===== src/rtl/fipp_pkg.sv =====
// Shared types and constants of the flash image page packer.
// Depends on nothing; every other file of the block imports it.
package fipp_pkg;

	localparam int PAGE_BYTES_DEF  = 64;
	localparam int FRAME_BYTES_DEF = 8;
	localparam int ROW_BYTES_DEF   = 256;

	// Upper ends of the parameter ranges; they size the command fields.
	localparam int PAGE_BYTES_MAX  = 256;
	localparam int FRAME_BYTES_MAX = 64;

	localparam int PAYLOAD_COUNT   = 6;
	localparam int ADDR_W          = 24;
	localparam int CFG_IDX_W       = 2;
	localparam int CMD_FIFO_DEPTH  = 2;

	localparam int LEN_W = $clog2(PAGE_BYTES_MAX + 1);
	localparam int PTR_W = $clog2(PAGE_BYTES_MAX + FRAME_BYTES_MAX);

	localparam logic [ADDR_W-1:0] IMAGE_LENGTH_RST = 24'h000000;
	localparam logic [ADDR_W-1:0] IMAGE_BASE_RST   = 24'h002000;
	localparam logic [ADDR_W-1:0] RECORD_ADDR_RST  = 24'h001000;

	typedef enum logic [CFG_IDX_W-1:0] {
		CFG_IMAGE_LENGTH = 2'd0,
		CFG_IMAGE_BASE   = 2'd1,
		CFG_RECORD_ADDR  = 2'd2
	} cfg_reg_t;

	typedef enum logic [1:0] {
		ACT_ERASE = 2'd0,
		ACT_WRITE = 2'd1,
		ACT_NONE  = 2'd2
	} action_t;

	typedef enum logic [1:0] {
		CMD_RECORD = 2'd0,
		CMD_BLOCK  = 2'd1,
		CMD_QUIET  = 2'd2
	} cmd_kind_t;

	typedef enum logic [2:0] {
		F_IDLE,
		F_EVAL,
		F_WRITE,
		F_PUSH_REC,
		F_PUSH_BLK,
		F_PUSH_QUIET
	} front_st_t;

	typedef enum logic [2:0] {
		B_IDLE,
		B_QUIET,
		B_ERASE,
		B_FILL,
		B_BEAT
	} back_st_t;

	typedef struct packed {
		logic       func;
		logic [7:0] payload_byte_0;
		logic [7:0] payload_byte_1;
		logic [7:0] payload_byte_2;
		logic [7:0] payload_byte_3;
		logic [7:0] payload_byte_4;
		logic [7:0] payload_byte_5;
		logic [7:0] status_code;
	} frame_t;

	typedef struct packed {
		action_t           action;
		logic [ADDR_W-1:0] flash_address;
		logic [63:0]       write_data;
		logic [3:0]        byte_count;
		logic              last;
		logic              session_done;
	} flash_t;

	// One unit of back-end work: a record page, a ring block or a quiet result.
	typedef struct packed {
		cmd_kind_t         kind;
		logic [ADDR_W-1:0] addr;
		logic [LEN_W-1:0]  len;
		logic [PTR_W-1:0]  start;
		logic [7:0]        first;
		logic              last;
		logic              done;
	} cmd_t;

	typedef struct packed {
		logic             en;
		logic [PTR_W-1:0] addr;
		logic [7:0]       data;
	} ring_wr_t;

endpackage


===== src/rtl/fipp_cmd_fifo.sv =====
// Short command queue between the front and back ends of the page packer.
// Depends on fipp_pkg for the command type.
module fipp_cmd_fifo import fipp_pkg::*; #(
	parameter int DEPTH = CMD_FIFO_DEPTH
) (
	input  logic clk,
	input  logic arst_n,
	input  logic push,
	input  cmd_t wr_cmd,
	output logic full,
	input  logic pop,
	output logic avail,
	output cmd_t rd_cmd
);

	localparam int PW = $clog2(DEPTH);
	localparam int CW = $clog2(DEPTH + 1);

	cmd_t          slot_q [DEPTH];
	logic [PW-1:0] wr_ptr_q;
	logic [PW-1:0] rd_ptr_q;
	logic [CW-1:0] count_q;

	assign full   = count_q == CW'(DEPTH);
	assign avail  = count_q != '0;
	assign rd_cmd = slot_q[rd_ptr_q];

	always_ff @(posedge clk) begin
		if (push) begin
			slot_q[wr_ptr_q] <= wr_cmd;
		end
	end

	always_ff @(posedge clk or negedge arst_n) begin
		if (!arst_n) begin
			wr_ptr_q <= '0;
			rd_ptr_q <= '0;
			count_q  <= '0;
		end else begin
			if (push) begin
				wr_ptr_q <= (wr_ptr_q == PW'(DEPTH - 1)) ? '0 : wr_ptr_q + 1'b1;
			end
			if (pop) begin
				rd_ptr_q <= (rd_ptr_q == PW'(DEPTH - 1)) ? '0 : rd_ptr_q + 1'b1;
			end
			if (push && !pop) begin
				count_q <= count_q + 1'b1;
			end else if (pop && !push) begin
				count_q <= count_q - 1'b1;
			end
		end
	end

	a_no_push_full: assert property (@(posedge clk) disable iff (!arst_n)
		push |-> !full || pop)
		else $error("command queue written while full");

	a_no_pop_empty: assert property (@(posedge clk) disable iff (!arst_n)
		pop |-> avail)
		else $error("command queue read while empty");

endmodule


===== src/rtl/fipp_front.sv =====
// Front end of the page packer: accepts frames, keeps session and ring
// bookkeeping, writes payload into the ring and queues commands. Uses fipp_pkg.
module fipp_front import fipp_pkg::*; #(
	parameter int PAGE_BYTES  = PAGE_BYTES_DEF,
	parameter int FRAME_BYTES = FRAME_BYTES_DEF
) (
	input  logic                 clk,
	input  logic                 arst_n,
	input  logic                 frame_valid,
	output logic                 frame_ready,
	input  frame_t               frame,
	input  logic                 cfg_we,
	input  logic [CFG_IDX_W-1:0] cfg_index,
	input  logic [ADDR_W-1:0]    cfg_wdata,
	output logic                 push,
	output cmd_t                 push_cmd,
	input  logic                 full,
	output ring_wr_t             ring_wr,
	input  logic                 blk_read_done
);

	localparam int RING  = PAGE_BYTES + FRAME_BYTES;
	localparam int RP_W  = $clog2(RING);
	localparam int CNT_W = $clog2(RING + 1);
	localparam int BLK_W = $clog2(PAGE_BYTES + 1);

	front_st_t st_q, st_d;

	logic [ADDR_W-1:0] image_length_q;
	logic [ADDR_W-1:0] image_base_q;
	logic [ADDR_W-1:0] record_addr_q;

	frame_t            item_q;
	logic              in_session_q;
	logic [ADDR_W-1:0] rem_q;
	logic [ADDR_W-1:0] addr_q;
	logic [RP_W-1:0]   head_q;
	logic [RP_W-1:0]   tail_q;
	logic              rec_q;
	logic              prog_q;
	logic              done_q;
	logic [BLK_W-1:0]  blk_q;
	logic [ADDR_W-1:0] blk_addr_q;
	logic [RP_W-1:0]   blk_start_q;
	logic [RP_W-1:0]   wr_ptr_q;
	logic [2:0]        wr_idx_q;
	logic              pending_q;

	logic [7:0]        pay [PAYLOAD_COUNT];
	logic              accept;
	logic              eval_go;
	logic              rem_zero;
	logic [BLK_W-1:0]  blk;
	logic [CNT_W-1:0]  valid_cnt;
	logic [CNT_W-1:0]  valid_after;
	logic              do_store;
	logic              do_prog;
	logic              do_done;
	logic [RP_W:0]     tail_sum;
	logic [RP_W:0]     head_sum;
	logic [RP_W-1:0]   tail_new;
	logic [RP_W-1:0]   tail_eff;
	logic [RP_W-1:0]   head_new;
	logic [ADDR_W-1:0] rem_after;
	logic              write_end;
	front_st_t         after_st;

	function automatic logic [CNT_W-1:0] ring_count(input logic [RP_W-1:0] t,
		input logic [RP_W-1:0] h);
		logic [CNT_W-1:0] r;
		if (t >= h) begin
			r = CNT_W'(t) - CNT_W'(h);
		end else begin
			r = CNT_W'(t) + CNT_W'(RING) - CNT_W'(h);
		end
		return r;
	endfunction

	assign pay[0] = item_q.payload_byte_0;
	assign pay[1] = item_q.payload_byte_1;
	assign pay[2] = item_q.payload_byte_2;
	assign pay[3] = item_q.payload_byte_3;
	assign pay[4] = item_q.payload_byte_4;
	assign pay[5] = item_q.payload_byte_5;

	assign frame_ready = st_q == F_IDLE;
	assign accept      = frame_valid && frame_ready;
	// Hold ring updates until the back end has copied out the previous block.
	assign eval_go     = st_q == F_EVAL && !pending_q;

	always_comb begin
		rem_zero    = rem_q == '0;
		blk         = (rem_q < ADDR_W'(PAGE_BYTES)) ? BLK_W'(rem_q) : BLK_W'(PAGE_BYTES);
		valid_cnt   = ring_count(tail_q, head_q);
		do_store    = !rem_zero &&
			(CNT_W'(RING) - valid_cnt) >= CNT_W'(PAYLOAD_COUNT);
		tail_sum    = {1'b0, tail_q} + (RP_W + 1)'(PAYLOAD_COUNT);
		tail_new    = (tail_sum >= (RP_W + 1)'(RING)) ?
			RP_W'(tail_sum - (RP_W + 1)'(RING)) : RP_W'(tail_sum);
		tail_eff    = do_store ? tail_new : tail_q;
		valid_after = ring_count(tail_eff, head_q);
		do_prog     = !rem_zero && valid_after >= CNT_W'(blk);
		head_sum    = {1'b0, head_q} + (RP_W + 1)'(blk);
		head_new    = (head_sum >= (RP_W + 1)'(RING)) ?
			RP_W'(head_sum - (RP_W + 1)'(RING)) : RP_W'(head_sum);
		rem_after   = rem_q - ADDR_W'(blk);
		do_done     = rem_zero || (do_prog && rem_after == '0);
		write_end   = wr_idx_q == 3'(PAYLOAD_COUNT - 1);
	end

	always_comb begin
		st_d     = st_q;
		push     = 1'b0;
		push_cmd = '0;
		ring_wr  = '0;
		after_st = rec_q ? F_PUSH_REC : (prog_q ? F_PUSH_BLK : F_PUSH_QUIET);
		case (st_q)
			F_IDLE: begin
				if (accept) begin
					st_d = frame.func ? F_PUSH_REC : F_EVAL;
				end
			end
			F_EVAL: begin
				if (eval_go) begin
					if (do_store) begin
						st_d = F_WRITE;
					end else if (rec_q) begin
						st_d = F_PUSH_REC;
					end else begin
						st_d = do_prog ? F_PUSH_BLK : F_PUSH_QUIET;
					end
				end
			end
			F_WRITE: begin
				ring_wr.en   = 1'b1;
				ring_wr.addr = PTR_W'(wr_ptr_q);
				ring_wr.data = pay[wr_idx_q];
				if (write_end) begin
					st_d = after_st;
				end
			end
			F_PUSH_REC: begin
				push_cmd.kind  = CMD_RECORD;
				push_cmd.addr  = record_addr_q;
				push_cmd.len   = LEN_W'(PAGE_BYTES);
				push_cmd.first = item_q.func ? item_q.status_code : 8'h00;
				push_cmd.last  = item_q.func || !prog_q;
				push_cmd.done  = !item_q.func && !prog_q && done_q;
				if (!full) begin
					push = 1'b1;
					st_d = (!item_q.func && prog_q) ? F_PUSH_BLK : F_IDLE;
				end
			end
			F_PUSH_BLK: begin
				push_cmd.kind  = CMD_BLOCK;
				push_cmd.addr  = blk_addr_q;
				push_cmd.len   = LEN_W'(blk_q);
				push_cmd.start = PTR_W'(blk_start_q);
				push_cmd.last  = 1'b1;
				push_cmd.done  = done_q;
				if (!full) begin
					push = 1'b1;
					st_d = F_IDLE;
				end
			end
			F_PUSH_QUIET: begin
				push_cmd.kind = CMD_QUIET;
				push_cmd.last = 1'b1;
				push_cmd.done = done_q;
				if (!full) begin
					push = 1'b1;
					st_d = F_IDLE;
				end
			end
			default: begin
				st_d = F_IDLE;
			end
		endcase
	end

	always_ff @(posedge clk or negedge arst_n) begin
		if (!arst_n) begin
			st_q <= F_IDLE;
		end else begin
			st_q <= st_d;
		end
	end

	always_ff @(posedge clk or negedge arst_n) begin
		if (!arst_n) begin
			image_length_q <= IMAGE_LENGTH_RST;
			image_base_q   <= IMAGE_BASE_RST;
			record_addr_q  <= RECORD_ADDR_RST;
		end else if (cfg_we) begin
			if (cfg_index == CFG_IMAGE_LENGTH) begin
				image_length_q <= cfg_wdata;
			end else if (cfg_index == CFG_IMAGE_BASE) begin
				image_base_q <= cfg_wdata;
			end else if (cfg_index == CFG_RECORD_ADDR) begin
				record_addr_q <= cfg_wdata;
			end
		end
	end

	always_ff @(posedge clk or negedge arst_n) begin
		if (!arst_n) begin
			in_session_q <= 1'b0;
			rem_q        <= '0;
			addr_q       <= '0;
			head_q       <= '0;
			tail_q       <= '0;
			rec_q        <= 1'b0;
			prog_q       <= 1'b0;
			done_q       <= 1'b0;
			pending_q    <= 1'b0;
			wr_ptr_q     <= '0;
			wr_idx_q     <= '0;
		end else begin
			if (accept && !frame.func) begin
				rec_q <= !in_session_q;
				// Start a session: load length and base, empty the ring.
				if (!in_session_q) begin
					rem_q        <= image_length_q;
					addr_q       <= image_base_q;
					head_q       <= '0;
					tail_q       <= '0;
					in_session_q <= 1'b1;
				end
			end
			if (eval_go) begin
				prog_q   <= do_prog;
				done_q   <= do_done;
				tail_q   <= tail_eff;
				wr_ptr_q <= tail_q;
				wr_idx_q <= '0;
				if (do_prog) begin
					head_q <= head_new;
					addr_q <= addr_q + ADDR_W'(blk);
					rem_q  <= rem_after;
				end
				if (do_done) begin
					in_session_q <= 1'b0;
				end
			end
			if (st_q == F_WRITE) begin
				wr_ptr_q <= (wr_ptr_q == RP_W'(RING - 1)) ? '0 : wr_ptr_q + 1'b1;
				wr_idx_q <= wr_idx_q + 1'b1;
			end
			if (st_q == F_PUSH_BLK && !full) begin
				pending_q <= 1'b1;
			end else if (blk_read_done) begin
				pending_q <= 1'b0;
			end
		end
	end

	always_ff @(posedge clk) begin
		if (accept) begin
			item_q <= frame;
		end
		if (eval_go) begin
			blk_q       <= blk;
			blk_addr_q  <= addr_q;
			blk_start_q <= head_q;
		end
	end

	a_no_write_while_read: assert property (@(posedge clk) disable iff (!arst_n)
		ring_wr.en |-> !pending_q)
		else $error("ring written while a block is still being read");

	a_read_done_pending: assert property (@(posedge clk) disable iff (!arst_n)
		blk_read_done |-> pending_q)
		else $error("block read finished with no block outstanding");

endmodule


===== src/rtl/fipp_back.sv =====
// Back end of the page packer: owns the payload ring, turns queued commands into erase,
// write-beat and quiet transactions through an output register. Uses fipp_pkg.
module fipp_back import fipp_pkg::*; #(
	parameter int PAGE_BYTES  = PAGE_BYTES_DEF,
	parameter int FRAME_BYTES = FRAME_BYTES_DEF,
	parameter int ROW_BYTES   = ROW_BYTES_DEF
) (
	input  logic     clk,
	input  logic     arst_n,
	input  logic     cmd_avail,
	input  cmd_t     cmd,
	output logic     cmd_pop,
	input  ring_wr_t ring_wr,
	output logic     blk_read_done,
	output logic     flash_valid,
	input  logic     flash_ready,
	output flash_t   flash
);

	localparam int RING  = PAGE_BYTES + FRAME_BYTES;
	localparam int RP_W  = $clog2(RING);
	localparam int BLK_W = $clog2(PAGE_BYTES + 1);
	localparam logic [ADDR_W-1:0] ROW_MASK = ADDR_W'(ROW_BYTES - 1);

	back_st_t st_q, st_d;

	logic [7:0]        ring_mem [RING];
	logic [7:0]        rdata_s1;
	logic              rv_s1;
	logic [2:0]        ridx_s1;

	cmd_t              cur_q;
	logic [BLK_W-1:0]  off_q;
	logic [RP_W-1:0]   rd_ptr_q;
	logic [3:0]        iss_q;
	logic [3:0]        rcv_q;
	logic [7:0][7:0]   beat_q;
	logic              out_valid_q;
	flash_t            out_q;

	logic              out_free;
	logic              load_out;
	flash_t            out_d;
	logic [BLK_W-1:0]  beat_rem;
	logic [3:0]        beat_cnt;
	logic              final_beat;
	logic              issue;
	logic              fill_start;
	logic              fill_end;
	logic [63:0]       beat_data;

	assign out_free    = !out_valid_q || flash_ready;
	assign flash_valid = out_valid_q;
	assign flash       = out_q;

	always_comb begin
		beat_rem   = cur_q.len[BLK_W-1:0] - off_q;
		beat_cnt   = (beat_rem > BLK_W'(8)) ? 4'd8 : 4'(beat_rem);
		final_beat = beat_rem <= BLK_W'(8);
		issue      = st_q == B_FILL && iss_q < beat_cnt;
		fill_end   = st_q == B_FILL && rcv_q == beat_cnt;
		if (cur_q.kind == CMD_BLOCK) begin
			beat_data = beat_q;
		end else begin
			beat_data = (off_q == '0) ? 64'(cur_q.first) : 64'h0;
		end
	end

	assign blk_read_done = fill_end && final_beat;

	always_comb begin
		st_d       = st_q;
		cmd_pop    = 1'b0;
		load_out   = 1'b0;
		fill_start = 1'b0;
		out_d      = '0;
		out_d.action = ACT_NONE;
		case (st_q)
			B_IDLE: begin
				if (cmd_avail) begin
					cmd_pop = 1'b1;
					if (cmd.kind == CMD_QUIET) begin
						st_d = B_QUIET;
					end else if ((cmd.addr & ROW_MASK) == '0) begin
						st_d = B_ERASE;
					end else if (cmd.kind == CMD_BLOCK) begin
						st_d       = B_FILL;
						fill_start = 1'b1;
					end else begin
						st_d = B_BEAT;
					end
				end
			end
			B_QUIET: begin
				out_d.last         = cur_q.last;
				out_d.session_done = cur_q.done;
				if (out_free) begin
					load_out = 1'b1;
					st_d     = B_IDLE;
				end
			end
			B_ERASE: begin
				out_d.action        = ACT_ERASE;
				out_d.flash_address = cur_q.addr;
				if (out_free) begin
					load_out = 1'b1;
					if (cur_q.kind == CMD_BLOCK) begin
						st_d       = B_FILL;
						fill_start = 1'b1;
					end else begin
						st_d = B_BEAT;
					end
				end
			end
			B_FILL: begin
				if (fill_end) begin
					st_d = B_BEAT;
				end
			end
			B_BEAT: begin
				out_d.action        = ACT_WRITE;
				out_d.flash_address = cur_q.addr + ADDR_W'(off_q);
				out_d.write_data    = beat_data;
				out_d.byte_count    = beat_cnt;
				out_d.last          = final_beat && cur_q.last;
				out_d.session_done  = final_beat && cur_q.done;
				if (out_free) begin
					load_out = 1'b1;
					if (final_beat) begin
						st_d = B_IDLE;
					end else if (cur_q.kind == CMD_BLOCK) begin
						st_d       = B_FILL;
						fill_start = 1'b1;
					end
				end
			end
			default: begin
				st_d = B_IDLE;
			end
		endcase
	end

	always_ff @(posedge clk or negedge arst_n) begin
		if (!arst_n) begin
			st_q <= B_IDLE;
		end else begin
			st_q <= st_d;
		end
	end

	always_ff @(posedge clk) begin
		if (ring_wr.en) begin
			ring_mem[ring_wr.addr[RP_W-1:0]] <= ring_wr.data;
		end
		rdata_s1 <= ring_mem[rd_ptr_q];
	end

	always_ff @(posedge clk or negedge arst_n) begin
		if (!arst_n) begin
			out_valid_q <= 1'b0;
			rv_s1       <= 1'b0;
			iss_q       <= '0;
			rcv_q       <= '0;
		end else begin
			if (load_out) begin
				out_valid_q <= 1'b1;
			end else if (flash_ready) begin
				out_valid_q <= 1'b0;
			end
			rv_s1 <= issue;
			if (fill_start) begin
				iss_q <= '0;
				rcv_q <= '0;
			end else begin
				if (issue) begin
					iss_q <= iss_q + 1'b1;
				end
				if (rv_s1) begin
					rcv_q <= rcv_q + 1'b1;
				end
			end
		end
	end

	always_ff @(posedge clk) begin
		if (load_out) begin
			out_q <= out_d;
		end
		if (cmd_pop) begin
			cur_q    <= cmd;
			off_q    <= '0;
			rd_ptr_q <= cmd.start[RP_W-1:0];
		end else if (issue) begin
			// Advance through the ring one byte per cycle.
			rd_ptr_q <= (rd_ptr_q == RP_W'(RING - 1)) ? '0 : rd_ptr_q + 1'b1;
		end
		if (issue) begin
			ridx_s1 <= iss_q[2:0];
		end
		if (fill_start) begin
			beat_q <= '0;
		end else if (rv_s1) begin
			beat_q[ridx_s1] <= rdata_s1;
		end
		if (st_q == B_BEAT && out_free && !final_beat) begin
			off_q <= off_q + BLK_W'(8);
		end
	end

	a_erase_fields: assert property (@(posedge clk) disable iff (!arst_n)
		flash_valid && flash.action == ACT_ERASE |->
			flash.byte_count == 4'd0 && flash.write_data == 64'h0 && !flash.last)
		else $error("erase transaction carries data or ends the item");

	a_beat_count: assert property (@(posedge clk) disable iff (!arst_n)
		flash_valid && flash.action == ACT_WRITE |->
			flash.byte_count != 4'd0 && flash.byte_count <= 4'd8)
		else $error("write beat byte count out of range");

	a_read_done_block: assert property (@(posedge clk) disable iff (!arst_n)
		blk_read_done |-> cur_q.kind == CMD_BLOCK && !rv_s1)
		else $error("ring read finished outside a block or with a read in flight");

endmodule


===== src/rtl/flash_image_page_packer.sv =====
// Flash image page packer: takes download frames and finish items, and issues row
// erase transactions, write transactions of up to eight bytes and quiet results.
// Each transaction leaves through an output register, so the frame side keeps
// working while a result waits. The front end takes a data frame through acceptance,
// bookkeeping, six single-byte writes into the payload ring and a queue push, and a
// finish item through acceptance and a queue push. The back end, behind a two-entry
// command queue, issues one transaction a cycle, while the receiver takes them, for a
// status record page (one erase when the record address is row aligned, then
// PAGE_BYTES/8 beats); for an image block each beat first reads its bytes from the
// byte-wide ring. A frame that follows a block waits until that block has been read
// out of the ring. There is no clearing pass after reset.
// Depends on fipp_pkg, fipp_front, fipp_cmd_fifo and fipp_back.
module flash_image_page_packer import fipp_pkg::*; #(
	parameter int PAGE_BYTES  = PAGE_BYTES_DEF,
	parameter int FRAME_BYTES = FRAME_BYTES_DEF,
	parameter int ROW_BYTES   = ROW_BYTES_DEF
) (
	input  logic                 clk,
	input  logic                 arst_n,
	input  logic                 frame_valid,
	output logic                 frame_ready,
	input  frame_t               frame,
	output logic                 flash_valid,
	input  logic                 flash_ready,
	output flash_t               flash,
	input  logic                 cfg_we,
	input  logic [CFG_IDX_W-1:0] cfg_index,
	input  logic [ADDR_W-1:0]    cfg_wdata
);

	logic     push;
	cmd_t     push_cmd;
	logic     full;
	logic     pop;
	logic     avail;
	cmd_t     rd_cmd;
	ring_wr_t ring_wr;
	logic     blk_read_done;

	fipp_front #(
		.PAGE_BYTES (PAGE_BYTES),
		.FRAME_BYTES(FRAME_BYTES)
	) u_front (
		.clk          (clk),
		.arst_n       (arst_n),
		.frame_valid  (frame_valid),
		.frame_ready  (frame_ready),
		.frame        (frame),
		.cfg_we       (cfg_we),
		.cfg_index    (cfg_index),
		.cfg_wdata    (cfg_wdata),
		.push         (push),
		.push_cmd     (push_cmd),
		.full         (full),
		.ring_wr      (ring_wr),
		.blk_read_done(blk_read_done)
	);

	fipp_cmd_fifo #(
		.DEPTH(CMD_FIFO_DEPTH)
	) u_fifo (
		.clk   (clk),
		.arst_n(arst_n),
		.push  (push),
		.wr_cmd(push_cmd),
		.full  (full),
		.pop   (pop),
		.avail (avail),
		.rd_cmd(rd_cmd)
	);

	fipp_back #(
		.PAGE_BYTES (PAGE_BYTES),
		.FRAME_BYTES(FRAME_BYTES),
		.ROW_BYTES  (ROW_BYTES)
	) u_back (
		.clk          (clk),
		.arst_n       (arst_n),
		.cmd_avail    (avail),
		.cmd          (rd_cmd),
		.cmd_pop      (pop),
		.ring_wr      (ring_wr),
		.blk_read_done(blk_read_done),
		.flash_valid  (flash_valid),
		.flash_ready  (flash_ready),
		.flash        (flash)
	);

endmodule


===== config.mk =====
export PLATFORM = sky130hd
export DESIGN_NAME = flash_image_page_packer
export DESIGN_NICKNAME = d
export VERILOG_FILES = /design/src/rtl/fipp_pkg.sv /design/src/rtl/fipp_cmd_fifo.sv /design/src/rtl/fipp_front.sv /design/src/rtl/fipp_back.sv /design/src/rtl/flash_image_page_packer.sv
export SDC_FILE = /design/constraint.sdc
export NUM_CORES = 2
export LEC_CHECK = 0
export BUFFER_PORTS_ARGS = -buffer_cell sky130_fd_sc_hd__buf_2
export CELL_PAD_IN_SITES_DETAIL_PLACEMENT = 0
export CELL_PAD_IN_SITES_GLOBAL_PLACEMENT = 1
export CORE_MARGIN = 5
export CORE_UTILIZATION = 53
export DETAILED_ROUTE_END_ITERATION = 10
export PLACE_DENSITY = 0.85
export SYNTH_ARGS = -nofsm -noshare
export SYNTH_HDL_FRONTEND = slang
export SYNTH_SLANG_ARGS = --single-unit
export TNS_END_PERCENT = 1

===== constraint.sdc =====
create_clock -name clk -period 8.9 [get_ports clk]
set_clock_uncertainty 0.1 [all_clocks]
set_input_delay 1.335 -clock clk [delete_from_list [all_inputs] [get_ports clk]]
set_output_delay 1.335 -clock clk [all_outputs]
set_load 0.05 [all_outputs]

==> key figures <==
Worst setup path
  – Critical path type: register to register
  – R2r startpoint: u_front.head_q[1]$_DFF_PN0_
  – Endpoint kind of the worst setup timing path: register
  – Register-to-register setup slack: 670 ps
  – Largest driver fanout on the critical path: 20
  – Required @ worst endpoint: 9350 ps
  – Worst stage delay on the critical path: 470 ps
  – Setup crit start kind: register
  – Worst EP arrival: 8680 ps
  – Worst Setup SP: u_front.head_q[1]$_DFF_PN0_
  – Cells on worst reg2reg path: 36
  – Cell with the largest stage delay on the worst path: sky130_fd_sc_hd__a222oi_1
  – Worst reg2reg endpoint: u_front.addr_q[9]$_DFF_PN0_

Place
  – Half-perimeter wire length of the detailed placement result: 67180 µm
  – RD Place Congestion: 0.8251
  – Port Buffer Count: 185

STA
  – Final-report max-slew violation count: 0
  – Number of setup violations in the final report: 0
  – Post-route minimum period: 8227 ps
  – Tcrit/Tclk final: 0.9244
  – Number of endpoints with negative hold slack in the final report: 0
  – Unrepaired setup endpoints after global routing: false
  – FMAX: 0.1216 GHz
  – Measured slew at the worst slew-check pin: 1048 ps
  – Fin Setup TNS: 0 ps
  – Worst slew margin: 0.3012

Drt
  – Mean routed wirelength per cell: 22.79 µm
  – Final wirelength: 105700 µm
  – Number of detailed-routing iterations run before antenna repair: 5
  – Number of DRC violations after detailed routing: 0
  – Vias after detailed routing: 27170
  – Iter 0 DRT Violations: 2434
  – Number of nets still failing antenna checks after routing: 0
  – Number of vias per cell after detailed routing: 5.857

Clock tree
  – Max Root-Sink Buffers: 3
  – Cts bufs inserted: 112
  – Clock transition at the register clock pins on the worst setup and hold paths after CTS: 60 ps
  – Clock Latency Late Sink: 710 ps
  – Number of buffers inserted for hold repair after clock tree synthesis: 0
  – Root buffer selected by CTS: sky130_fd_sc_hd__clkbuf_16
  – Number of resized instances in the post-cts repair step: 0
  – Clock sink count: 1164
  – Buffer count from post-CTS setup fixing: 0
  – Depth of the CTS H-tree: 3
  – CTS tree: done

Yosys
  – Main area contributors after synthesis: sky130_fd_sc_hd__edfxtp_1, sky130_fd_sc_hd__mux4_2, sky130_fd_sc_hd__dfrtp_1
  – Fraction of synthesized cell area taken by the top area cell type: 0.5696
  – Average cell area after synthesis: 15.42 µm²
  – Synthesized netlist net count: 3333
  – Total number of yosys warnings: 0
  – Post-Syn Instances: 3159
  – Main flop type after synthesis: sky130_fd_sc_hd__edfxtp_1
  – Biggest area consumer among synthesized cells: sky130_fd_sc_hd__edfxtp_1
  – Distinct cells, synth: 83
  – Fraction of synthesis flops using an asynchronous set or reset pin: 0.1443
  – Post-synthesis sequential area ratio: 0.6856
  – Post-synthesis register bit count: 1164
  – Number of enable flip-flop cells after synthesis: 924
  – Post-synthesis instance area: 48710 µm²

Power and ir drop
  – Total power draw: 21.49 mW
  – Maximum vdd ir drop: 0.2828 mV
  – Total power divided by cell area: 391.7 nW/µm²
  – Leakage power figure: 19.36 nW

Status
  – Result of the run: complete, no violations

Flow run
  – # Max-Cap Violations: 0

Floorplanning
  – Core area: 91390 µm²
  – I/O pin total: 186
  – DIE AREA: 98070 µm²
  – Chip width: 313.2 µm
  – Die Y-Extent: 313.2 µm
  – Initial Util: 0.5330
  – Row Count: 111

Global route
  – GR Overflow Total: 0
  – Initial antenna violation count: 2
  – Via count of the first global-routing pass: 27000
  – First-pass GRT wire length: 163100 µm
  – Pin count of the biggest net entering global routing: 109
  – Overall fraction of global-route tracks in use: 0.2141

Final layout
  – Fill cells: 6770
  – Final net count: 3527
  – Commonest non-fill, non-tap cell in the layout: sky130_fd_sc_hd__edfxtp_1
  – Area growth from synthesis to final layout: 12.62%
  – Commonest cells after routing, fill and taps aside: sky130_fd_sc_hd__edfxtp_1, sky130_fd_sc_hd__nand2_1, sky130_fd_sc_hd__nor2_1
  – Post-Route Utilization: 0.6002
  – Fraction of layout cells with a size suffix above 1: 0.2220

Worst hold path
  – Number of instances on the worst hold path: 2
  – Worst hold path endpoint: u_back.beat_q[37]$_SDFFE_PP0P_
  – Startpoint of the tightest hold check path: u_back.beat_q[37]$_SDFFE_PP0P_
  – Class of the most critical hold timing path: register to register
-- power breakdown --
part	switching, mW	internal, mW
Combinational	5.34	3.14
Sequential	0.697	7.46
Clock	2.05	2.80
-- Yosys cell counts, types with 72 or more instances --
master                     count
sky130_fd_sc_hd__nor2_1      221
sky130_fd_sc_hd__nand2_1     271
sky130_fd_sc_hd__mux2_2      127
sky130_fd_sc_hd__mux4_2      185
sky130_fd_sc_hd__inv_1        81
sky130_fd_sc_hd__clkbuf_1    107
sky130_fd_sc_hd__edfxtp_1    924
sky130_fd_sc_hd__dfxtp_1      72
sky130_fd_sc_hd__o21ai_0      94
sky130_fd_sc_hd__and2_1       86
sky130_fd_sc_hd__a21oi_1     163
sky130_fd_sc_hd__dfrtp_1     166
-- registers in the layout, indices dropped and copies added (netlist names), 7 cells and up --
| register | flops |
|---|---|
| u_back.cur_q | 43 |
| u_front.rem_q | 24 |
| u_back.flash | 96 |
| u_front.item_q | 57 |
| u_front.addr_q | 24 |
| u_back.ring_mem | 576 |
| u_back.rdata_s1 | 8 |
| u_front.blk_q | 7 |
| u_front.head_q | 7 |
| u_front.blk_addr_q | 24 |
| u_back.beat_q | 64 |
| u_front.blk_start_q | 7 |
| u_front.image_length_q | 24 |
| u_fifo.slot_q | 100 |
| u_front.record_addr_q | 24 |
| u_front.image_base_q | 24 |
| u_front.wr_ptr_q | 7 |
| u_back.rd_ptr_q | 7 |
-- worst max-delay path, delay by kind of cell (launching register included) --
family	cells	cell delay (ps)
xor+xnor	1	140
flops	1	440
simple gates	5	670
fa+ha+maj	5	1700
compound gates	21	4020
buf+inv	4	990
-- kinds of logic (layout without fill, tap and decap cells) --
| group | Yosys count | count (layout) | share of synthesized area |
|---|---|---|---|
| simple gates | 787 | 787 | 0.07475 |
| xor+xnor | 64 | 64 | 0.01151 |
| compound gates | 476 | 476 | 0.06291 |
| other cells | 1 | 3 | 0.00007699 |
| mux | 342 | 342 | 0.1214 |
| buf+inv | 239 | 530 | 0.01919 |
| flops | 1164 | 1164 | 0.6856 |
| fa+ha+maj | 86 | 86 | 0.02456 |
-- metal layers --
metal / wire length, µm / track usage / part of all wire / vias to the layer above
li1: - / - / - / 12420
met1: 44330 / 0.3025 / 0.42 / 13700
met2: 51680 / 0.3506 / 0.49 / 898
met3: 7175 / 0.03841 / 0.068 / 148
met4: 2528 / 0.05492 / 0.024 / 0
met5: 0 / 0 / 0 / -
-- how the worst max path moves through the flow --
stage          slack [ps]                           end  cells after the start
6_report              670   u_front.addr_q[9]$_DFF_PN0_                     36
5_1_grt                30   u_front.addr_q[9]$_DFF_PN0_                     36
4_1_cts               280   u_front.addr_q[9]$_DFF_PN0_                     36
3_5_place_dp          330   u_front.addr_q[9]$_DFF_PN0_                     36
3_3_place_gp          520   u_front.addr_q[9]$_DFF_PN0_                     36
2_1_floorplan        1390  u_front.addr_q[15]$_DFF_PN0_                     38
-- area by class of cell --
type / instances / area, µm² / area share
inverters: 84 / 315.3 / 0.005748
clock buffers: 149 / 3082 / 0.05618
multi-input cells: 1756 / 14500 / 0.2644
repair buffers: 235 / 1324 / 0.02413
well taps: 1186 / 1484 / 0.02705
clock inverters: 62 / 744.5 / 0.01357
diodes: 2 / 5.005 / 0.00009124
flip-flops and latches: 1164 / 33400 / 0.6088
-- per-stage QoR --
| stage | hold WS, ps | instances | setup WS [ps] | cell area [µm²] |
|---|---|---|---|---|
| CTS | 349.7 | 4636 | 281.1 | 54840 |
| global route | 366.7 | 4637 | 26.22 | 54850 |
| global placement | 337.4 | 4425 | 523.7 | 51020 |
| finish | 347.2 | 4638 | 673.0 | 54850 |
| floorplan | 331.7 | 3159 | 1389 | 48710 |
| detailed placement | 342.0 | 4425 | 326.7 | 51020 |
Power figures use the tool's default switching activity.
